$ cat src/design/csc_pkg.sv
package csc_pkg;

  localparam int unsigned SumWidth = 32;
  localparam int unsigned PosWidth = 16;
  localparam int unsigned OutWidth = 32;
  localparam int unsigned OpWidth = 3;
  localparam int unsigned LenWidth = 28;
  localparam int unsigned QueueDepth = 2;

  localparam logic [OpWidth-1:0] OP_M = 3'd0;
  localparam logic [OpWidth-1:0] OP_D = 3'd2;
  localparam logic [OpWidth-1:0] OP_S = 3'd4;
  localparam logic [OpWidth-1:0] OP_H = 3'd5;

  localparam logic [1:0] CLIPS_NONE = 2'd0;
  localparam logic [1:0] CLIPS_ONE = 2'd1;
  localparam logic [1:0] CLIPS_TWO = 2'd2;
  localparam logic [1:0] CLIPS_MANY = 2'd3;

  localparam logic [PosWidth-1:0] PosMax = {PosWidth{1'b1}};
  localparam logic [SumWidth-1:0] SumMax = {SumWidth{1'b1}};

  typedef struct packed {
    logic [1:0]          clip_count;
    logic                error_seen;
    logic [OpWidth-1:0]  first_op;
    logic [OpWidth-1:0]  second_op;
    logic                match_seen;
    logic [PosWidth-1:0] first_clip_pos;
    logic [PosWidth-1:0] first_match_pos;
    logic [SumWidth-1:0] match_sum;
    logic [SumWidth-1:0] delete_sum;
    logic [SumWidth-1:0] gap_sum;
    logic [SumWidth-1:0] clip_len0;
    logic [SumWidth-1:0] clip_len1;
  } csc_rec_t;

  function automatic logic [SumWidth-1:0] sat_add(input logic [SumWidth-1:0] a,
                                                  input logic [SumWidth-1:0] b);
    logic [SumWidth:0] s;
    s = {1'b0, a} + {1'b0, b};
    return s[SumWidth] ? SumMax : s[SumWidth-1:0];
  endfunction

endpackage

$ cat src/design/csc_front.sv
module csc_front
  import csc_pkg::*;
(
  input  logic                clk_i,
  input  logic                rst_ni,
  input  logic                in_valid_i,
  output logic                in_ready_o,
  input  logic [OpWidth-1:0]  cigar_op_i,
  input  logic [LenWidth-1:0] op_length_i,
  input  logic                last_op_i,
  output logic                push_o,
  input  logic                push_ready_i,
  output csc_rec_t            rec_o
);

  logic [PosWidth-1:0] pos_q, pos_d;
  csc_rec_t            acc_q, acc_d;
  logic [SumWidth-1:0] len;
  logic                accept;

  assign in_ready_o = push_ready_i;
  assign accept     = in_valid_i & push_ready_i;
  assign len        = SumWidth'(op_length_i);

  always_comb begin
    acc_d = acc_q;
    pos_d = pos_q;
    if (pos_q == '0) begin
      acc_d.first_op = cigar_op_i;
    end
    if (pos_q == PosWidth'(1)) begin
      acc_d.second_op = cigar_op_i;
    end
    if (acc_q.clip_count != CLIPS_NONE && !acc_q.match_seen) begin
      acc_d.gap_sum = sat_add(acc_q.gap_sum, len);
    end
    if (cigar_op_i == OP_S) begin
      unique case (acc_q.clip_count)
        CLIPS_NONE: begin
          acc_d.first_clip_pos = pos_q;
          acc_d.clip_len0      = len;
          acc_d.clip_count     = CLIPS_ONE;
        end
        CLIPS_ONE: begin
          acc_d.clip_len1  = len;
          acc_d.clip_count = CLIPS_TWO;
        end
        default: begin
          acc_d.clip_count = CLIPS_MANY;
          acc_d.error_seen = 1'b1;
        end
      endcase
    end else if (cigar_op_i == OP_M) begin
      acc_d.match_sum = sat_add(acc_q.match_sum, len);
      if (!acc_q.match_seen) begin
        acc_d.match_seen      = 1'b1;
        acc_d.first_match_pos = pos_q;
      end
    end else if (cigar_op_i == OP_D) begin
      acc_d.delete_sum = sat_add(acc_q.delete_sum, len);
    end
    if (pos_q != PosMax) begin
      pos_d = pos_q + PosWidth'(1);
    end
  end

  assign rec_o  = acc_d;
  assign push_o = accept & last_op_i & (acc_d.clip_count != CLIPS_NONE);

  always_ff @(posedge clk_i or negedge rst_ni) begin
    if (!rst_ni) begin
      acc_q <= '0;
      pos_q <= '0;
    end else if (accept) begin
      if (last_op_i) begin
        acc_q <= '0;
        pos_q <= '0;
      end else begin
        acc_q <= acc_d;
        pos_q <= pos_d;
      end
    end
  end

endmodule

$ cat src/design/csc_queue.sv
module csc_queue
  import csc_pkg::*;
(
  input  logic     clk_i,
  input  logic     rst_ni,
  input  logic     push_i,
  output logic     push_ready_o,
  input  csc_rec_t push_data_i,
  output logic     pop_valid_o,
  input  logic     pop_i,
  output csc_rec_t pop_data_o
);

  localparam int unsigned PtrWidth = $clog2(QueueDepth);

  csc_rec_t                mem_q [QueueDepth];
  logic [PtrWidth-1:0]     wr_ptr_q, rd_ptr_q;
  logic [PtrWidth:0]       count_q;

  assign push_ready_o = count_q != (PtrWidth+1)'(QueueDepth);
  assign pop_valid_o  = count_q != '0;
  assign pop_data_o   = mem_q[rd_ptr_q];

  always_ff @(posedge clk_i) begin
    if (push_i) begin
      mem_q[wr_ptr_q] <= push_data_i;
    end
  end

  always_ff @(posedge clk_i or negedge rst_ni) begin
    if (!rst_ni) begin
      wr_ptr_q <= '0;
      rd_ptr_q <= '0;
      count_q  <= '0;
    end else begin
      if (push_i) begin
        wr_ptr_q <= (wr_ptr_q == PtrWidth'(QueueDepth - 1)) ? '0 : wr_ptr_q + PtrWidth'(1);
      end
      if (pop_i) begin
        rd_ptr_q <= (rd_ptr_q == PtrWidth'(QueueDepth - 1)) ? '0 : rd_ptr_q + PtrWidth'(1);
      end
      if (push_i && !pop_i) begin
        count_q <= count_q + (PtrWidth+1)'(1);
      end else if (!push_i && pop_i) begin
        count_q <= count_q - (PtrWidth+1)'(1);
      end
    end
  end

endmodule

$ cat src/design/csc_back.sv
module csc_back
  import csc_pkg::*;
(
  input  logic                clk_i,
  input  logic                rst_ni,
  input  logic                rec_valid_i,
  output logic                rec_pop_o,
  input  csc_rec_t            rec_i,
  output logic                out_valid_o,
  input  logic                out_ready_i,
  output logic [OutWidth-1:0] left_clip_len_o,
  output logic [OutWidth-1:0] left_offset_o,
  output logic                left_offset_valid_o,
  output logic [OutWidth-1:0] match_total_o,
  output logic [OutWidth-1:0] right_offset_o,
  output logic                right_offset_valid_o,
  output logic [OutWidth-1:0] right_clip_len_o,
  output logic                too_many_clips_o,
  output logic [OutWidth-1:0] record_index_o
);

  logic                out_valid_q;
  logic [OutWidth-1:0] rec_cnt_q;
  logic [SumWidth-1:0] lclip, loff, roff, rclip, left_val, right_val;
  logic                lvalid, rvalid, at_left, gap_ok;
  logic [OutWidth-1:0] lclip_q, loff_q, match_q, roff_q, rclip_q, index_q;
  logic                lvalid_q, rvalid_q, err_q;

  assign rec_pop_o = rec_valid_i & (~out_valid_q | out_ready_i);

  assign gap_ok    = rec_i.match_seen &
                     (({1'b0, rec_i.first_clip_pos} + (PosWidth+1)'(1)) <
                      {1'b0, rec_i.first_match_pos});
  assign left_val  = gap_ok ? rec_i.gap_sum : '0;
  assign right_val = sat_add(rec_i.match_sum, rec_i.delete_sum);
  assign at_left   = (rec_i.first_op == OP_S) ||
                     (rec_i.second_op == OP_S && rec_i.first_op == OP_H);

  always_comb begin
    lclip  = '0;
    loff   = '0;
    roff   = '0;
    rclip  = '0;
    lvalid = 1'b0;
    rvalid = 1'b0;
    if (rec_i.match_sum == '0) begin
      lvalid = 1'b0;
    end else if (rec_i.clip_count == CLIPS_ONE) begin
      if (at_left) begin
        lclip  = rec_i.clip_len0;
        loff   = left_val;
        lvalid = 1'b1;
      end else begin
        rclip  = rec_i.clip_len0;
        roff   = right_val;
        rvalid = 1'b1;
      end
    end else begin
      lclip  = rec_i.clip_len0;
      rclip  = rec_i.clip_len1;
      loff   = left_val;
      roff   = right_val;
      lvalid = 1'b1;
      rvalid = 1'b1;
    end
  end

  always_ff @(posedge clk_i) begin
    if (rec_pop_o) begin
      lclip_q  <= OutWidth'(lclip);
      loff_q   <= OutWidth'(loff);
      lvalid_q <= lvalid;
      match_q  <= OutWidth'(rec_i.match_sum);
      roff_q   <= OutWidth'(roff);
      rvalid_q <= rvalid;
      rclip_q  <= OutWidth'(rclip);
      err_q    <= rec_i.error_seen;
      index_q  <= rec_cnt_q;
    end
  end

  always_ff @(posedge clk_i or negedge rst_ni) begin
    if (!rst_ni) begin
      out_valid_q <= 1'b0;
      rec_cnt_q   <= '0;
    end else begin
      if (rec_pop_o) begin
        out_valid_q <= 1'b1;
        rec_cnt_q   <= rec_cnt_q + OutWidth'(1);
      end else if (out_ready_i) begin
        out_valid_q <= 1'b0;
      end
    end
  end

  assign out_valid_o          = out_valid_q;
  assign left_clip_len_o      = lclip_q;
  assign left_offset_o        = loff_q;
  assign left_offset_valid_o  = lvalid_q;
  assign match_total_o        = match_q;
  assign right_offset_o       = roff_q;
  assign right_offset_valid_o = rvalid_q;
  assign right_clip_len_o     = rclip_q;
  assign too_many_clips_o     = err_q;
  assign record_index_o       = index_q;

endmodule

$ cat src/design/cigar_soft_clip_decoder.sv
// CIGAR soft-clip decoder.
// The input channel carries one CIGAR operation per item (op code, length and a
// last-op mark); the output channel carries one summary item per record that
// holds at least one soft clip. Records without a soft clip produce nothing.
// An operation is accepted every cycle while in_ready_o is high; the front end
// updates the running sums of the record in the accepting cycle.
// On the last operation of a clipped record the totals enter a two-entry queue,
// and the back end moves the queue head into the output register whenever that
// register is empty or is being read by the receiver.
// Sustained throughput is one operation per cycle while the queue has a free
// entry and so in_ready_o is high.
// When the receiver stalls, the output register and the queue hold up to three
// results before in_ready_o falls; no item is lost or repeated.
// Reset clears the running sums, the queue, the output valid flag and the
// record index counter, which wraps after 2^32 results.
module cigar_soft_clip_decoder
  import csc_pkg::*;
(
  input  logic                clk_i,
  input  logic                rst_ni,
  input  logic                in_valid_i,
  output logic                in_ready_o,
  input  logic [OpWidth-1:0]  cigar_op_i,
  input  logic [LenWidth-1:0] op_length_i,
  input  logic                last_op_i,
  output logic                out_valid_o,
  input  logic                out_ready_i,
  output logic [OutWidth-1:0] left_clip_len_o,
  output logic [OutWidth-1:0] left_offset_o,
  output logic                left_offset_valid_o,
  output logic [OutWidth-1:0] match_total_o,
  output logic [OutWidth-1:0] right_offset_o,
  output logic                right_offset_valid_o,
  output logic [OutWidth-1:0] right_clip_len_o,
  output logic                too_many_clips_o,
  output logic [OutWidth-1:0] record_index_o
);

  logic     push, push_ready, head_valid, pop;
  csc_rec_t push_rec, head_rec;

  csc_front u_front (
    .clk_i        (clk_i),
    .rst_ni       (rst_ni),
    .in_valid_i   (in_valid_i),
    .in_ready_o   (in_ready_o),
    .cigar_op_i   (cigar_op_i),
    .op_length_i  (op_length_i),
    .last_op_i    (last_op_i),
    .push_o       (push),
    .push_ready_i (push_ready),
    .rec_o        (push_rec)
  );

  csc_queue u_queue (
    .clk_i        (clk_i),
    .rst_ni       (rst_ni),
    .push_i       (push),
    .push_ready_o (push_ready),
    .push_data_i  (push_rec),
    .pop_valid_o  (head_valid),
    .pop_i        (pop),
    .pop_data_o   (head_rec)
  );

  csc_back u_back (
    .clk_i                (clk_i),
    .rst_ni               (rst_ni),
    .rec_valid_i          (head_valid),
    .rec_pop_o            (pop),
    .rec_i                (head_rec),
    .out_valid_o          (out_valid_o),
    .out_ready_i          (out_ready_i),
    .left_clip_len_o      (left_clip_len_o),
    .left_offset_o        (left_offset_o),
    .left_offset_valid_o  (left_offset_valid_o),
    .match_total_o        (match_total_o),
    .right_offset_o       (right_offset_o),
    .right_offset_valid_o (right_offset_valid_o),
    .right_clip_len_o     (right_clip_len_o),
    .too_many_clips_o     (too_many_clips_o),
    .record_index_o       (record_index_o)
  );

endmodule
$ cat config.mk
export PLATFORM = sky130hd
export DESIGN_NAME = cigar_soft_clip_decoder
export DESIGN_NICKNAME = d
export VERILOG_FILES = /design/src/design/csc_pkg.sv /design/src/design/csc_front.sv /design/src/design/csc_queue.sv /design/src/design/csc_back.sv /design/src/design/cigar_soft_clip_decoder.sv
export SDC_FILE = /design/constraint.sdc
export NUM_CORES = 1
export LEC_CHECK = 0
export ABC_AREA = 1
export BUFFER_PORTS_ARGS = -buffer_cell sky130_fd_sc_hd__buf_2
export CORE_UTILIZATION = 35
export CTS_CLUSTER_DIAMETER = 80
export DETAILED_ROUTE_END_ITERATION = 7
export GPL_TIMING_DRIVEN = 0
export PLACE_DENSITY = 0.61
export SLEW_MARGIN = 20
export SYNTH_ARGS = -nofsm -noshare
export SYNTH_HDL_FRONTEND = slang
export SYNTH_HIERARCHICAL = 1
export SYNTH_SLANG_ARGS = --single-unit
export TNS_END_PERCENT = 1
$ cat constraint.sdc
create_clock -name clk_i -period 23.7 [get_ports clk_i]
set_input_delay 4.74 -clock clk_i [delete_from_list [all_inputs] [get_ports clk_i]]
set_output_delay 4.74 -clock clk_i [all_outputs]
set_load 0.005 [all_outputs]
==> results.yml <==
clock_tree:
  post_cts_buffers: 0
  cts_tree: "yes"
  htree_levels: 3
  clk_latency_ns: 0.70
  cts.sinks: 854
  cts_resized: 0
  cts_root_buf: "clkbuf_16"
  path_clk_slew_ns: 0.07
  postCtsHoldBufs: 0
  clock_path_buffers: 3
  cts_buffers: 91
detailed_routing:
  vias: 33972
  routedWlPerCell_um: 18.5
  drtAntennaViolNets: 0
  drtPass1Iterations: 6
  via_per_inst: 4.80
  routed_wl_mm: 131
  drtIter0Drc: 2583
  drc: 0
floorplanning:
  fp.dieArea_um2: 133000
  die_w_um: 365
  start_util: 0.354
  num_io_pins: 233
  chipHeight_um: 365
  rows: 132
  fp.coreArea_um2: 130000
synthesis:
  synth_cells: 4909
  ys.flop_type: "edfxtp_1"
  synth_warnings: 6
  async_flop_share: 0.299
  synth_seq_area_share: 0.528
  synth_seq_cells: 854
  synth.distinct_cells: 57
  synth_edf_count: 599
  synth.avg_cell_area_um2: 9.39
  synth_nets: 5086
  syn_area_um2: 46100
layout:
  stdcell_count: 7071
  drive_gt1_frac: 0.160
  nNetsFinal: 5426
  final_common_cell: "nand2_1"
  final_cell_mix: "nand2_1, inv_1, edfxtp_1, nor2_1, buf_2"
  synthToLayoutAreaGrowth_pct: 15.0
sta:
  final_max_slew_viol_count: 0
  tightest_slew_ns: 1.01
  setup_viol_count_final: 0
  max_freq_mhz: 143
  hold_viol: 0
  fin_skew_ns: 0.0298
  timing.final.ws_setup_ns: 16.69
  finalSetupTns_ns: 0
  rsz0062_at_grt: "false"
  slew-limit-headroom: 0.327
  timing.final.crit_share: 0.296
  hold_ws_ns: 0.479
  min_period_ns: 7.01
setup_path:
  r2r_setup_slack_ns: 19.81
  crit_buf_inv: 2
  rr_endpoint: "u_back/left_offset_o[17]$_SDFFCE_PN0P_"
  r2r_start: "u_queue/rd_ptr_q$_DFFE_PN0P_"
  crit_top_cell: "nand2_1"
  crit_path_end_kind: "flop"
  cp_top_family: "simple AND/OR/NAND/NOR gates"
  crit_type: "input port to flop"
  arrival_ns: 7.40
  endpoint: "u_queue/mem_q[1][107]$_DFFE_PP_"
  cpMaxStageDelayCell: "a21boi_0"
  worstSetupStartpointType: "input port"
  startpoint: "op_length_i[0]"
  cp_cell_sequence: "buf_2 -> ha_1 -> fa_1 -> nand3_1 -> nand2_1 -> nand2_1 -> nand2_2 -> nand2_1 -> nand2_1 -> nand2_1 -> nand2_2 -> nor2_4 -> buf_4 -> a21boi_0"
  required_ns: 24.09
  path_depth: 14
  ff2ff_path_depth: 13
  worstPathMaxFanout: 10
  cpPeakStageDelay_ns: 0.65
global_route:
  grt_max_degree: 84
  grt_pass1_wl_mm: 196
  grt_pass1_vias: 32549
  track_usage: 0.195
  antenna_found_initial: 8
  gr-total-overflow: 0
pwr:
  comb_power_share: 0.390
  ir_worst_vdd_v: 0.0000711
  p_switching_mw: 2.22
  swShare: 0.372
  intPower_mw: 3.75
  p_per_area_nw_per_um2: 113
  totalPowerFinal_mw: 5.97
  leakagePower_nw: 25.0
  power_frac_seq: 0.361
  clockPowerShare: 0.250
hold_path:
  hp-class: "flop to flop"
placement:
  placedCellCount: 6898
  portBuffers: 231
  dp_hpwl_mm: 99.2
  place_ws_ns: 16.05
  routabilityCongestion: 0.969
outcome:
  status: "completed"
run:
  max_cap_viol_count: 0
-- registers in the layout, summed over array words and instances, names as in the netlist --
name,flops
u_queue/mem_q,404
u_front/acc_q,202
u_back/left_clip_len_o,32
u_back/left_offset_o,32
u_back/match_total_o,32
u_back/rec_cnt_q,32
u_back/record_index_o,32
u_back/right_clip_len_o,32
u_back/right_offset_o,32
u_front/pos_q,16
u_queue/count_q,2
u_back/left_offset_valid_o,1
u_back/out_valid_o,1
u_back/right_offset_valid_o,1
u_back/too_many_clips_o,1
u_queue/rd_ptr_q,1
u_queue/wr_ptr_q,1
-- cells in the mapped netlist, types with 39 or more instances --
cell	count	area [um2]
o22ai_1	73	457
nand3_1	217	1090
clkbuf_1	65	244
o21ai_1	88	440
nor3_1	39	195
mux2_4	170	2550
inv_1	778	2920
a21oi_1	141	706
nor2_1	319	1200
edfxtp_1	599	18000
dfrtp_1	255	6380
o21ai_0	113	566
nor2_2	49	307
xor2_1	66	578
ha_1	137	1710
nand2_1	1331	5000
nand2_2	39	244
xnor2_1	43	377
-- logic make-up after synthesis --
group | Yosys count | synth area share
compound gates | 531 | 0.0679
xor+xnor | 109 | 0.0207
fa+ha+maj | 141 | 0.0389
buf+inv | 943 | 0.0836
flops | 854 | 0.528
mux | 202 | 0.0632
simple gates | 2129 | 0.197
-- power by group through the flow --
| stage | registers [mW] | logic, mW | clock network [mW] |
|---|---|---|---|
| detailed placement | 2.18 | 2.33 | 0 |
| floorplan | 2.21 | 1.55 | 0 |
| finish | 2.15 | 2.32 | 1.49 |
| global placement | 2.25 | 2.28 | 0 |
| CTS | 2.16 | 2.34 | 1.53 |
| global route | 2.18 | 2.58 | 1.58 |
-- layer usage --
layer | GRT usage | wire length (um) | up-vias
li1 | - | - | 16710
met1 | 0.260 | 58200 | 16148
met2 | 0.314 | 59800 | 898
met3 | 0.0323 | 7760 | 202
met4 | 0.0818 | 4880 | 14
met5 | 0 | 104 | -
-- layout make-up --
cell class              count  area (um2)
fillers                 12878       77100
flip-flops and latches    854       24400
multi-input cells        3112       17900
inverters                 807        3040
clock buffers             107        2420
well taps                1742        2180
repair buffers            247        1550
plain buffers             136         827
clock inverters            64         722
diodes                      2        5.00
-- stage by stage --
step	utilization	instance area, um2
floorplan	-	46100
global placement	0.380	49400
detailed placement	0.383	49900
CTS	0.407	53000
global route	0.407	53000
finish	0.407	53000
-- worst min-delay path by stage --
stage | cells after the start | endpoint | start | slack (ns)
5_1_grt | 0 | u_back/record_index_o[17]$_DFFE_PP_ | u_back/rec_cnt_q[17]$_DFFE_PN0P_ | 0.50
4_1_cts | 0 | u_back/record_index_o[17]$_DFFE_PP_ | u_back/rec_cnt_q[17]$_DFFE_PN0P_ | 0.49
3_3_place_gp | 0 | u_back/record_index_o[17]$_DFFE_PP_ | u_back/rec_cnt_q[17]$_DFFE_PN0P_ | 0.47
3_5_place_dp | 0 | u_back/record_index_o[17]$_DFFE_PP_ | u_back/rec_cnt_q[17]$_DFFE_PN0P_ | 0.48
2_1_floorplan | 0 | u_back/record_index_o[17]$_DFFE_PP_ | u_back/rec_cnt_q[17]$_DFFE_PN0P_ | 0.45
6_report | 0 | u_back/record_index_o[17]$_DFFE_PP_ | u_back/rec_cnt_q[17]$_DFFE_PN0P_ | 0.48
No activity file was read; power rests on OpenSTA's default activity.
